## src/sv/bdsa_pkg.sv

```systemverilog
// Shared types and constants for the button debounce / setpoint adjust block.
// Debouncer state codes, register map, reset values, configuration struct.
// No dependencies.
package bdsa_pkg;

	typedef enum logic [1:0] {
		DB_RELEASED    = 2'd0,
		DB_PREPRESSED  = 2'd1,
		DB_PRESSED     = 2'd2,
		DB_PRERELEASED = 2'd3
	} db_state_t;

	// register index = paddr[4:2]
	localparam int unsigned RegIdxW = 3;
	localparam int unsigned PaddrW  = RegIdxW + 2;

	typedef enum logic [RegIdxW-1:0] {
		REG_TEMP_STEP   = 3'd0,
		REG_UPPER_LIMIT = 3'd1,
		REG_LOWER_LIMIT = 3'd2,
		REG_IDLE_LIMIT  = 3'd3,
		REG_INIT_SP     = 3'd4
	} reg_idx_t;

	localparam logic [5:0]  RstTempStep  = 6'd5;
	localparam logic [7:0]  RstUpper     = 8'd75;
	localparam logic [7:0]  RstLower     = 8'd35;
	localparam logic [15:0] RstIdleLimit = 16'd250;
	localparam logic [7:0]  RstInitSp    = 8'd60;

	typedef struct packed {
		logic [5:0]  temp_step;
		logic [7:0]  upper_limit;
		logic [7:0]  lower_limit;
		logic [15:0] idle_limit;
	} cfg_t;

endpackage

```

## src/sv/bdsa_debounce.sv

```systemverilog
// Four-state two-sample debouncer for one active-low button.
// Depends on bdsa_pkg (db_state_t).
module bdsa_debounce (
	input  logic               clk,
	input  logic               arst_n,
	input  logic               en,
	input  logic               level,
	output bdsa_pkg::db_state_t state_nxt
);
	import bdsa_pkg::*;

	db_state_t state_q;
	logic      last_q;

	// next state from previous and current sample
	always_comb begin
		unique case (state_q)
			DB_RELEASED:    state_nxt = (!last_q && !level) ? DB_PREPRESSED : DB_RELEASED;
			DB_PREPRESSED:  state_nxt = (!level) ? DB_PRESSED : DB_PREPRESSED;
			DB_PRESSED:     state_nxt = (last_q && level) ? DB_PRERELEASED : DB_PRESSED;
			DB_PRERELEASED: state_nxt = level ? DB_RELEASED : DB_PRERELEASED;
			default:        state_nxt = DB_RELEASED;
		endcase
	end

	always_ff @(posedge clk or negedge arst_n) begin
		if (!arst_n) begin
			state_q <= DB_RELEASED;
			last_q  <= 1'b0;
		end else if (en) begin
			state_q <= state_nxt;
			last_q  <= level;
		end
	end

endmodule

```

## src/sv/bdsa_regs.sv

```systemverilog
// APB-style configuration registers of the setpoint adjuster.
// Depends on bdsa_pkg (cfg_t, register map, reset values).
module bdsa_regs (
	input  logic                        clk,
	input  logic                        arst_n,
	input  logic                        psel,
	input  logic                        penable,
	input  logic                        pwrite,
	input  logic [bdsa_pkg::PaddrW-1:0] paddr,
	input  logic [31:0]                 pwdata,
	output logic [31:0]                 prdata,
	output logic                        pready,
	output bdsa_pkg::cfg_t              cfg,
	output logic                        sp_load,
	output logic [7:0]                  sp_load_val
);
	import bdsa_pkg::*;

	cfg_t       cfg_q;
	logic [7:0] init_sp_q;
	logic       wr_en;
	reg_idx_t   idx;

	assign pready      = 1'b1;
	assign wr_en       = psel && penable && pwrite;
	assign idx         = reg_idx_t'(paddr[PaddrW-1:2]);
	assign sp_load     = wr_en && (idx == REG_INIT_SP);
	assign sp_load_val = pwdata[7:0];
	assign cfg         = cfg_q;

	always_ff @(posedge clk or negedge arst_n) begin
		if (!arst_n) begin
			cfg_q.temp_step   <= RstTempStep;
			cfg_q.upper_limit <= RstUpper;
			cfg_q.lower_limit <= RstLower;
			cfg_q.idle_limit  <= RstIdleLimit;
			init_sp_q         <= RstInitSp;
		end else if (wr_en) begin
			unique case (idx)
				REG_TEMP_STEP:   cfg_q.temp_step   <= pwdata[5:0];
				REG_UPPER_LIMIT: cfg_q.upper_limit <= pwdata[7:0];
				REG_LOWER_LIMIT: cfg_q.lower_limit <= pwdata[7:0];
				REG_IDLE_LIMIT:  cfg_q.idle_limit  <= pwdata[15:0];
				REG_INIT_SP:     init_sp_q         <= pwdata[7:0];
				default:         ;
			endcase
		end
	end

	always_comb begin
		unique case (idx)
			REG_TEMP_STEP:   prdata = {26'd0, cfg_q.temp_step};
			REG_UPPER_LIMIT: prdata = {24'd0, cfg_q.upper_limit};
			REG_LOWER_LIMIT: prdata = {24'd0, cfg_q.lower_limit};
			REG_IDLE_LIMIT:  prdata = {16'd0, cfg_q.idle_limit};
			REG_INIT_SP:     prdata = {24'd0, init_sp_q};
			default:         prdata = 32'd0;
		endcase
	end

endmodule

```

## src/sv/bdsa_ctrl.sv

```systemverilog
// Setpoint controller: normal/setting mode, idle timeout, setpoint store.
// Depends on bdsa_pkg (db_state_t, cfg_t).
module bdsa_ctrl (
	input  logic                clk,
	input  logic                arst_n,
	input  logic                en,
	input  bdsa_pkg::db_state_t up_st,
	input  bdsa_pkg::db_state_t dn_st,
	input  bdsa_pkg::cfg_t      cfg,
	input  logic                sp_load,
	input  logic [7:0]          sp_load_val,
	output logic [7:0]          setpoint_nxt,
	output logic                setting_nxt,
	output logic                save_nxt
);
	import bdsa_pkg::*;

	logic        setting_q;
	logic [15:0] idle_q;
	logic [7:0]  sp_q;
	logic [15:0] idle_nxt;
	logic        up_rel;
	logic        dn_rel;
	logic [7:0]  step8;

	assign up_rel = (up_st == DB_PRERELEASED);
	assign dn_rel = (dn_st == DB_PRERELEASED);
	assign step8  = {2'b00, cfg.temp_step};

	always_comb begin
		setting_nxt  = setting_q;
		idle_nxt     = idle_q;
		setpoint_nxt = sp_q;
		save_nxt     = 1'b0;
		if (!setting_q) begin
			setting_nxt = up_rel || dn_rel;
		end else if (idle_q < cfg.idle_limit) begin
			// up wins when both act
			if (up_rel && (sp_q < cfg.upper_limit)) begin
				setpoint_nxt = sp_q + step8;
				idle_nxt     = 16'd0;
			end else if (dn_rel && (sp_q > cfg.lower_limit)) begin
				setpoint_nxt = sp_q - step8;
				idle_nxt     = 16'd0;
			end else begin
				idle_nxt = idle_q + 16'd1;
			end
		end else begin
			// timeout: buttons ignored this tick
			setting_nxt = 1'b0;
			idle_nxt    = 16'd0;
			save_nxt    = 1'b1;
		end
	end

	always_ff @(posedge clk or negedge arst_n) begin
		if (!arst_n) begin
			setting_q <= 1'b0;
			idle_q    <= 16'd0;
			sp_q      <= RstInitSp;
		end else if (sp_load) begin
			sp_q <= sp_load_val;
		end else if (en) begin
			setting_q <= setting_nxt;
			idle_q    <= idle_nxt;
			sp_q      <= setpoint_nxt;
		end
	end

endmodule

```

## src/sv/button_debounce_setpoint_adjust.sv

```systemverilog
// Debounced two-button setpoint adjuster, top level.
// Each input word is registered in the input reg, then its result word in the result reg.
// Throughput: one word per cycle while out_stall is low; the state update is shallow logic between the regs.
// Reset (arst_n low): debouncers released, normal mode, idle count 0, setpoint 60,
// registers at their defaults, both pipeline stages empty.
// Depends on bdsa_pkg, bdsa_regs, bdsa_debounce, bdsa_ctrl.
module button_debounce_setpoint_adjust (
	input  logic                        clk,
	input  logic                        arst_n,
	// config port
	input  logic                        psel,
	input  logic                        penable,
	input  logic                        pwrite,
	input  logic [bdsa_pkg::PaddrW-1:0] paddr,
	input  logic [31:0]                 pwdata,
	output logic [31:0]                 prdata,
	output logic                        pready,
	// input channel
	input  logic                        in_valid,
	output logic                        in_stall,
	input  logic                        up_level,
	input  logic                        down_level,
	// result channel
	output logic                        out_valid,
	input  logic                        out_stall,
	output logic [7:0]                  setpoint,
	output logic                        in_setting,
	output logic                        save_pulse,
	output logic [1:0]                  up_state,
	output logic [1:0]                  down_state
);
	import bdsa_pkg::*;

	// stage 1: registered input word
	logic      valid_s1;
	logic      up_level_s1;
	logic      down_level_s1;
	// stage 2: result register driving the output ports
	logic      valid_s2;
	logic [7:0] setpoint_s2;
	logic      setting_s2;
	logic      save_s2;
	db_state_t up_st_s2;
	db_state_t dn_st_s2;

	logic       adv_s1;   // stage 1 word moves to result reg; state commits
	logic       acc_in;
	cfg_t       cfg;
	logic       sp_load;
	logic [7:0] sp_load_val;
	db_state_t  up_st_nxt;
	db_state_t  dn_st_nxt;
	logic [7:0] sp_nxt;
	logic       setting_nxt;
	logic       save_nxt;

	// result reg frees when empty or when its word is taken this cycle
	assign adv_s1   = valid_s1 && (!valid_s2 || !out_stall);
	assign in_stall = valid_s1 && !adv_s1;
	assign acc_in   = in_valid && !in_stall;

	bdsa_regs u_regs (
		.clk        (clk),
		.arst_n     (arst_n),
		.psel       (psel),
		.penable    (penable),
		.pwrite     (pwrite),
		.paddr      (paddr),
		.pwdata     (pwdata),
		.prdata     (prdata),
		.pready     (pready),
		.cfg        (cfg),
		.sp_load    (sp_load),
		.sp_load_val(sp_load_val)
	);

	bdsa_debounce u_db_up (
		.clk      (clk),
		.arst_n   (arst_n),
		.en       (adv_s1),
		.level    (up_level_s1),
		.state_nxt(up_st_nxt)
	);

	bdsa_debounce u_db_dn (
		.clk      (clk),
		.arst_n   (arst_n),
		.en       (adv_s1),
		.level    (down_level_s1),
		.state_nxt(dn_st_nxt)
	);

	// controller sees the debouncer states after this tick
	bdsa_ctrl u_ctrl (
		.clk         (clk),
		.arst_n      (arst_n),
		.en          (adv_s1),
		.up_st       (up_st_nxt),
		.dn_st       (dn_st_nxt),
		.cfg         (cfg),
		.sp_load     (sp_load),
		.sp_load_val (sp_load_val),
		.setpoint_nxt(sp_nxt),
		.setting_nxt (setting_nxt),
		.save_nxt    (save_nxt)
	);

	always_ff @(posedge clk or negedge arst_n) begin
		if (!arst_n) begin
			valid_s1 <= 1'b0;
			valid_s2 <= 1'b0;
		end else begin
			if (acc_in) begin
				valid_s1 <= 1'b1;
			end else if (adv_s1) begin
				valid_s1 <= 1'b0;
			end
			if (adv_s1) begin
				valid_s2 <= 1'b1;
			end else if (!out_stall) begin
				valid_s2 <= 1'b0;
			end
		end
	end

	// payload regs, no reset
	always_ff @(posedge clk) begin
		if (acc_in) begin
			up_level_s1   <= up_level;
			down_level_s1 <= down_level;
		end
		if (adv_s1) begin
			setpoint_s2 <= sp_nxt;
			setting_s2  <= setting_nxt;
			save_s2     <= save_nxt;
			up_st_s2    <= up_st_nxt;
			dn_st_s2    <= dn_st_nxt;
		end
	end

	assign out_valid  = valid_s2;
	assign setpoint   = setpoint_s2;
	assign in_setting = setting_s2;
	assign save_pulse = save_s2;
	assign up_state   = up_st_s2;
	assign down_state = dn_st_s2;

endmodule
```

## config.mk

```make
export PLATFORM = sky130hd
export DESIGN_NAME = button_debounce_setpoint_adjust
export DESIGN_NICKNAME = d
export VERILOG_FILES = /design/src/sv/bdsa_pkg.sv /design/src/sv/bdsa_debounce.sv /design/src/sv/bdsa_regs.sv /design/src/sv/bdsa_ctrl.sv /design/src/sv/button_debounce_setpoint_adjust.sv
export SDC_FILE = /design/constraint.sdc
export NUM_CORES = 1
export LEC_CHECK = 0
export BUFFER_PORTS_ARGS = -buffer_cell sky130_fd_sc_hd__buf_2
export CORE_MARGIN = 8
export CORE_UTILIZATION = 60
export CTS_CLUSTER_SIZE = 10
export DETAILED_ROUTE_END_ITERATION = 8
export PLACE_DENSITY = 0.84
export SLEW_MARGIN = 15
export SYNTH_ARGS = -nofsm -noshare
export SYNTH_HDL_FRONTEND = slang
export SYNTH_SLANG_ARGS = --single-unit
```

## constraint.sdc

```tcl
create_clock -name clk -period 4.3 [get_ports clk]
set_input_delay 0.43 -clock clk [delete_from_list [all_inputs] [get_ports clk]]
set_output_delay 0.43 -clock clk [all_outputs]
set_load 0.05 [all_outputs]
```

==> impl_metrics.yaml, run 1 <==
synth:
  ys_warn_count: 0
  syn_area_um2: 5690
  synthCells: 620
  synth-edff-count: 16
  synthTopCellsByArea: "dfrtp_1 (25%), dfstp_2 (11%), ha_1 (9.5%)"
  synthArstFlopShare_pct: 83.2
  synth-seq-cells: 95
  synth_top_area_cell: "dfrtp_1"
  ys_seq_area_share_pct: 43.7
  avgSynthCellArea_um2: 9.18
  synth_top_flop_cell: "dfrtp_1"
  synth_top_area_share_pct: 24.6
  synth_cell_type_count: 64
setup_path:
  rr_worst_depth: 10
  cp-start-kind: "flop"
  reg2reg_slack_ps: 1040
  cp_max_fo: 13
  cp_slowest_cell: "dfstp_2"
  critPathMaxStageDelay_ps: 540
  r2r_end: "u_ctrl.idle_q[3]"
  cp-end-kind: "flop"
  required_ps: 4580
  rr_startpoint: "u_regs.cfg[7]"
  crit_chain: "inv_1 -> ha_1 -> a41o_1 -> a21oi_1 -> o21ai_1 -> a211oi_1 -> nand3_1 -> nor2_2 -> nand2_1 -> o21ai_0"
  arrival_ps: 3540
  critPathKind: "flop to flop"
placement:
  gp_congestion: 0.892
  hpwl_um: 10800
  place_ws_ps: 1130
  placed_area_um2: 6030
  port_buffers: 59
grt:
  grt_pass1_vias: 4617
  grt_max_degree: 80
  grt_util_all_layers_pct: 22.4
  grt_pass1_wl_um: 22900
  grt-ovfl-total: 0
  antenna_found_initial: 0
power:
  p_leak_nw: 2.97
  power_density_nw_per_um2: 560
  vdd_drop_max_uv: 294
cells_and_area:
  final_util_pct: 67.7
  layout-drive-gt1-share_pct: 18.8
  fin_nets: 763
  fillCellCount: 723
  syn_to_final_growth_pct: 9.93
  multi_input_area_um2: 2890
  final-seq-area_um2: 2490
  finish.instance_area_um2: 6260
  antenna_cells: 0
floorplan:
  io_pins: 95
  start_util_pct: 61.6
  die_height_um: 113
  die_w_um: 113
  row_count: 35
  die_area_um2: 12900
  core_area_um2: 9240
sta:
  setup_tns_ps: 0
  tightestPinTransition_ps: 1000
  slew_headroom_pct: 33.0
  min_period_over_period_pct: 75.9
  hold-worst-slack_ps: 195
  fin_ws_ps: 1040
  rsz0062_at_grt: "false"
  period_needed_ps: 3260
  finalClockSkew_ps: 11.6
  setup_viol: 0
  fmax_ghz: 0.307
  drv_slew: 0
  finalHoldViolCount: 0
routing:
  routed_wl_um: 14400
  via_count: 4758
  drc: 0
  drt-initial-drc-count: 296
  drtPass1Iterations: 5
  final_antenna_net_count: 0
  vias_per_cell: 5.90
  wire_per_inst_um: 17.9
cts:
  clk_path_buf_depth: 2
  numCtsBuffers: 9
  htreeDepth: 3
  postCtsHoldBufs: 0
  clk_pin_slew_worst_paths_ps: 90
  cts.sinks: 95
  post-cts-setup-buffer-count: 0
  cts_root_buffer: "clkbuf_8"
  cts_tree: "yes"
  cts_resized: 0
  clock_latency_ps: 380
flow_run:
  maxCapViolations: 0
outcome:
  status: "complete, no violations"
worst_hold_path:
  min_path_type: "input pin to async pin"
-- state kept, by name (all words and copies together) (netlist names) --
register,count
up_level_s1,1
valid_s1,1
save_pulse,1
down_state,2
u_db_dn.state_q,2
u_db_dn.last_q,1
out_valid,1
u_ctrl.sp_q,8
in_setting,1
down_level_s1,1
setpoint,8
u_regs.cfg,38
u_ctrl.idle_q,16
u_db_up.state_q,2
u_regs.init_sp_q,8
up_state,2
u_ctrl.setting_q,1
u_db_up.last_q,1
-- cells in the mapped netlist (all sizes together), types with 3 or more instances --
cell,instances
nand4,5
nand3,12
a21o,5
inv,49
nor3,4
o21ai,73
o21bai,3
mux2,15
a21oi,23
xor2,5
a22oi,16
buf,21
mux2i,3
o211ai,4
edfxtp,16
and3,10
and2,3
o221ai,3
dfrtp,56
nand2b,8
dfstp,23
a211oi,8
ha,43
nor2,42
nor2b,6
o22ai,12
nand2,97
clkbuf,15
xnor2,3
o21a,4
-- cell usage in the layout (no fill, tap or decap), types with 6 or more instances in the layout --
cell type	n
buf_2	58
dfrtp_1	56
inv_1	49
and3_1	10
clkbuf_8	10
conb_1	17
nor2_1	40
a21oi_1	23
a211oi_1	6
nor2b_1	6
edfxtp_1	16
nand3_1	12
a22oi_1	16
nand2_1	96
mux2_2	15
nand2b_1	8
ha_1	43
o21ai_0	68
dfstp_2	23
o22ai_1	12
-- worst max-delay path by stage --
stage	from	depth (start not counted)	to	slack, ps
floorplan	u_regs.cfg[7]	9	u_ctrl.idle_q[10]	1880
global route	u_regs.cfg[7]	10	u_ctrl.idle_q[3]	750
detailed placement	u_regs.cfg[7]	10	u_ctrl.idle_q[8]	1130
CTS	u_regs.cfg[7]	10	u_ctrl.idle_q[3]	1120
global placement	u_regs.cfg[7]	10	u_ctrl.idle_q[12]	1280
finish	u_regs.cfg[7]	10	u_ctrl.idle_q[3]	1040
-- per-layer routing --
| layer | GRT usage (%) | vias to the layer above | wire length (um) |
|---|---|---|---|
| met4 | 8.17 | 0 | 350 |
| met2 | 36.2 | 206 | 6960 |
| met3 | 3.91 | 28 | 930 |
| met5 | 0 | - | 0 |
| li1 | - | 2245 | - |
| met1 | 29.6 | 2279 | 6180 |
-- critical path, delay by kind of cell (launching register included) --
family,cells,cell delay [ps]
buf+inv,1,70
fa+ha+maj,1,330
simple gates,3,1110
flops,1,540
compound gates,5,1120
-- cell families (layout without fill, tap and decap cells) --
logic type | count (synthesis) | count (layout) | share of synthesized area (%)
and+or+nand+nor | 201 | 201 | 16.2
AOI/OAI and AO/OA | 166 | 166 | 18.2
DFF | 95 | 95 | 43.7
buffers and inverters | 85 | 127 | 6.90
adders and majority gates | 45 | 45 | 10.2
muxes | 18 | 18 | 3.49
xor gates and xnor gates | 8 | 8 | 1.23
other | 2 | 17 | 0.132
-- stage by stage --
step	power (mW)	instances
2_1_floorplan	2.42	635
3_3_place_gp	2.73	790
3_5_place_dp	2.82	790
4_1_cts	3.49	806
5_1_grt	3.72	806
6_report	3.51	806
-- where the power goes --
part           switching [mW]  leakage [nW]  internal (mW)
clock network           0.316         0.114          0.344
logic                   0.947          1.77          0.505
registers               0.206          1.09           1.19
total                    1.47          2.97           2.04
-- final cells by class --
type,count,area share (%)
Clock inverter,5,1.28
Timing Repair Buffer,62,5.12
Multi-Input combinational cell,455,46.1
Tap cell,129,2.58
Clock buffer,11,2.26
Inverter,49,2.94
Sequential cell,95,39.7
Note: power is estimated with default switching activity, not from simulation.
==> run 2, diff against run 1 <==
--- a/config.mk
+++ b/config.mk
@@ -7,10 +7,10 @@
 export LEC_CHECK = 0
 export BUFFER_PORTS_ARGS = -buffer_cell sky130_fd_sc_hd__buf_2
 export CORE_MARGIN = 8
-export CORE_UTILIZATION = 60
+export CORE_UTILIZATION = 57
 export CTS_CLUSTER_SIZE = 10
 export DETAILED_ROUTE_END_ITERATION = 8
-export PLACE_DENSITY = 0.84
+export PLACE_DENSITY = 0.81
 export SLEW_MARGIN = 15
 export SYNTH_ARGS = -nofsm -noshare
 export SYNTH_HDL_FRONTEND = slang
==> constraint.sdc (replaced) <==
create_clock -name clk -period 3.1 [get_ports clk]
set_input_delay 0.31 -clock clk [delete_from_list [all_inputs] [get_ports clk]]
set_output_delay 0.31 -clock clk [all_outputs]
set_load 0.05 [all_outputs]
==> impl_metrics.yaml, run 2 (synthesized netlist as in run 1, its figures left out) <==
outcome:
  status: "complete, no violations"
cells_and_area:
  syn_to_final_growth_pct: 11.0
  antenna_cells: 0
  largest_reg_flops: 38
  layout_commonest_cell: "nand2_1"
  final_cell_mix: "nand2_1 (96), o21ai_0 (68), buf_2 (58), dfrtp_1 (56), inv_1 (49)"
  fin_cells: 822
  final_util_pct: 65.0
  fin_nets: 775
  layout-drive-gt1-share_pct: 20.8
placement:
  dp.cells: 806
  hpwl_um: 11000
  place_ws_ps: 161
  gp_congestion: 0.932
  port_buffers: 59
power:
  power_density_nw_per_um2: 754
  p_leak_nw: 3.00
  vdd_drop_max_uv: 356
floorplan:
  start_util_pct: 58.5
  row_count: 36
  die_area_um2: 13400
  die_w_um: 116
  core_area_um2: 9730
  die_height_um: 116
  io_pins: 95
routing:
  drc: 0
  drtPass1Iterations: 5
  vias_per_cell: 5.85
  wire_per_inst_um: 17.5
  final_antenna_net_count: 0
  routed_wl_um: 14400
  drt-initial-drc-count: 301
  via_count: 4808
setup_path:
  cp_max_fo: 10
  arrival_ps: 3120
  cp-end-kind: "flop"
  startpoint: "u_ctrl.sp_q[5]"
  cp-start-kind: "flop"
  critPathKind: "flop to flop"
  required_ps: 3420
  rr_startpoint: "u_ctrl.sp_q[5]"
cts:
  clk_pin_slew_worst_paths_ps: 100
  cts.sinks: 95
  postCtsHoldBufs: 0
  clock_latency_ps: 370
  cts_root_buffer: "clkbuf_8"
  htreeDepth: 3
  cts_tree: "yes"
  clk_path_buf_depth: 2
  numCtsBuffers: 9
sta:
  setup_viol: 0
  finalHoldViolCount: 0
  hold-worst-slack_ps: 93.8
  drv_slew: 0
  period_needed_ps: 2800
  rsz0062_at_grt: "false"
  setup_tns_ps: 0
  min_period_over_period_pct: 90.2
  slew_headroom_pct: 33.0
  tightestPinTransition_ps: 1000
  fmax_ghz: 0.357
  fin_ws_ps: 303
  finalClockSkew_ps: 9.57
grt:
  grt_pass1_vias: 4949
  antenna_found_initial: 0
  grt_util_all_layers_pct: 22.5
  grt-ovfl-total: 0
  grt_pass1_wl_um: 23800
  grt_max_degree: 80
worst_hold_path:
  min_path_type: "input pin to async pin"
flow_run:
  maxCapViolations: 0
==> run 2: cell types whose count changed in the layout (fill, tap and decap cells not counted), sizes merged <==
| cell | change |
|---|---|
| buf | +12 |
| bufinv | -2 |
| clkbuf | -2 |
| clkinv | +1 |
| clkinvlp | +3 |
==> run 2: worst paths after layout <==
check | to | slack, ps | depth (start not counted)
setup / recovery | u_ctrl.sp_q[3] | 300 | 9
hold / removal | u_regs.cfg[12] | 90 | 1
setup reg to reg | u_ctrl.sp_q[3] | 300 | 9
hold reg to reg | u_regs.init_sp_q[3] | 480 | 2
max in group asynchronous | u_regs.init_sp_q[0] | 2340 | 1
min in group clk | down_level_s1 | 100 | 1
==> run 2: power breakdown <==
group | internal (mW) | switching (mW)
clock | 0.298 | 0.472
combinational | 0.747 | 1.33
sequential | 1.65 | 0.274
==> run 2: critical path: stages (launching register included) <==
cell,delay (ps)
dfstp_2,610
ha_1,280
a211oi_1,260
o221ai_2,160
a211o_2,460
nand3_1,280
o22ai_1,140
o21ai_0,240
o221ai_1,190
nand3_1,120
==> run 2: layer usage <==
metal | part of all wire, % | track usage (%) | vias up
met3 | 6.8 | 4.74 | 35
li1 | - | - | 2266
met2 | 50 | 39.1 | 198
met1 | 40 | 26.5 | 2309
met5 | 0 | 0 | -
met4 | 2.6 | 8.90 | 0
==> run 2: what timing repair did <==
| item | 4_1_cts | 5_1_grt |
|---|---|---|
| resized for setup | 0 | 4 |
| buffers inserted | 0 | 0 |
| setup endpoints to repair | 0 | 11 |
==> run 2: through the flow <==
stage / cell area, um2 / power [mW]
3_5_place_dp: 6120 / 3.96
4_1_cts: 6300 / 4.74
5_1_grt: 6320 / 5.10
3_3_place_gp: 6120 / 3.84
2_1_floorplan: 5750 / 3.36
6_report: 6320 / 4.77
==> run 2: cell type report <==
type                            instances  area [um2]
Fill cell                             835        3410
Inverter                               49         184
Clock buffer                            9         124
Multi-Input combinational cell        455        2890
Tap cell                              133         166
Clock inverter                          7        57.6
Sequential cell                        95        2490
Timing Repair Buffer                   74         410
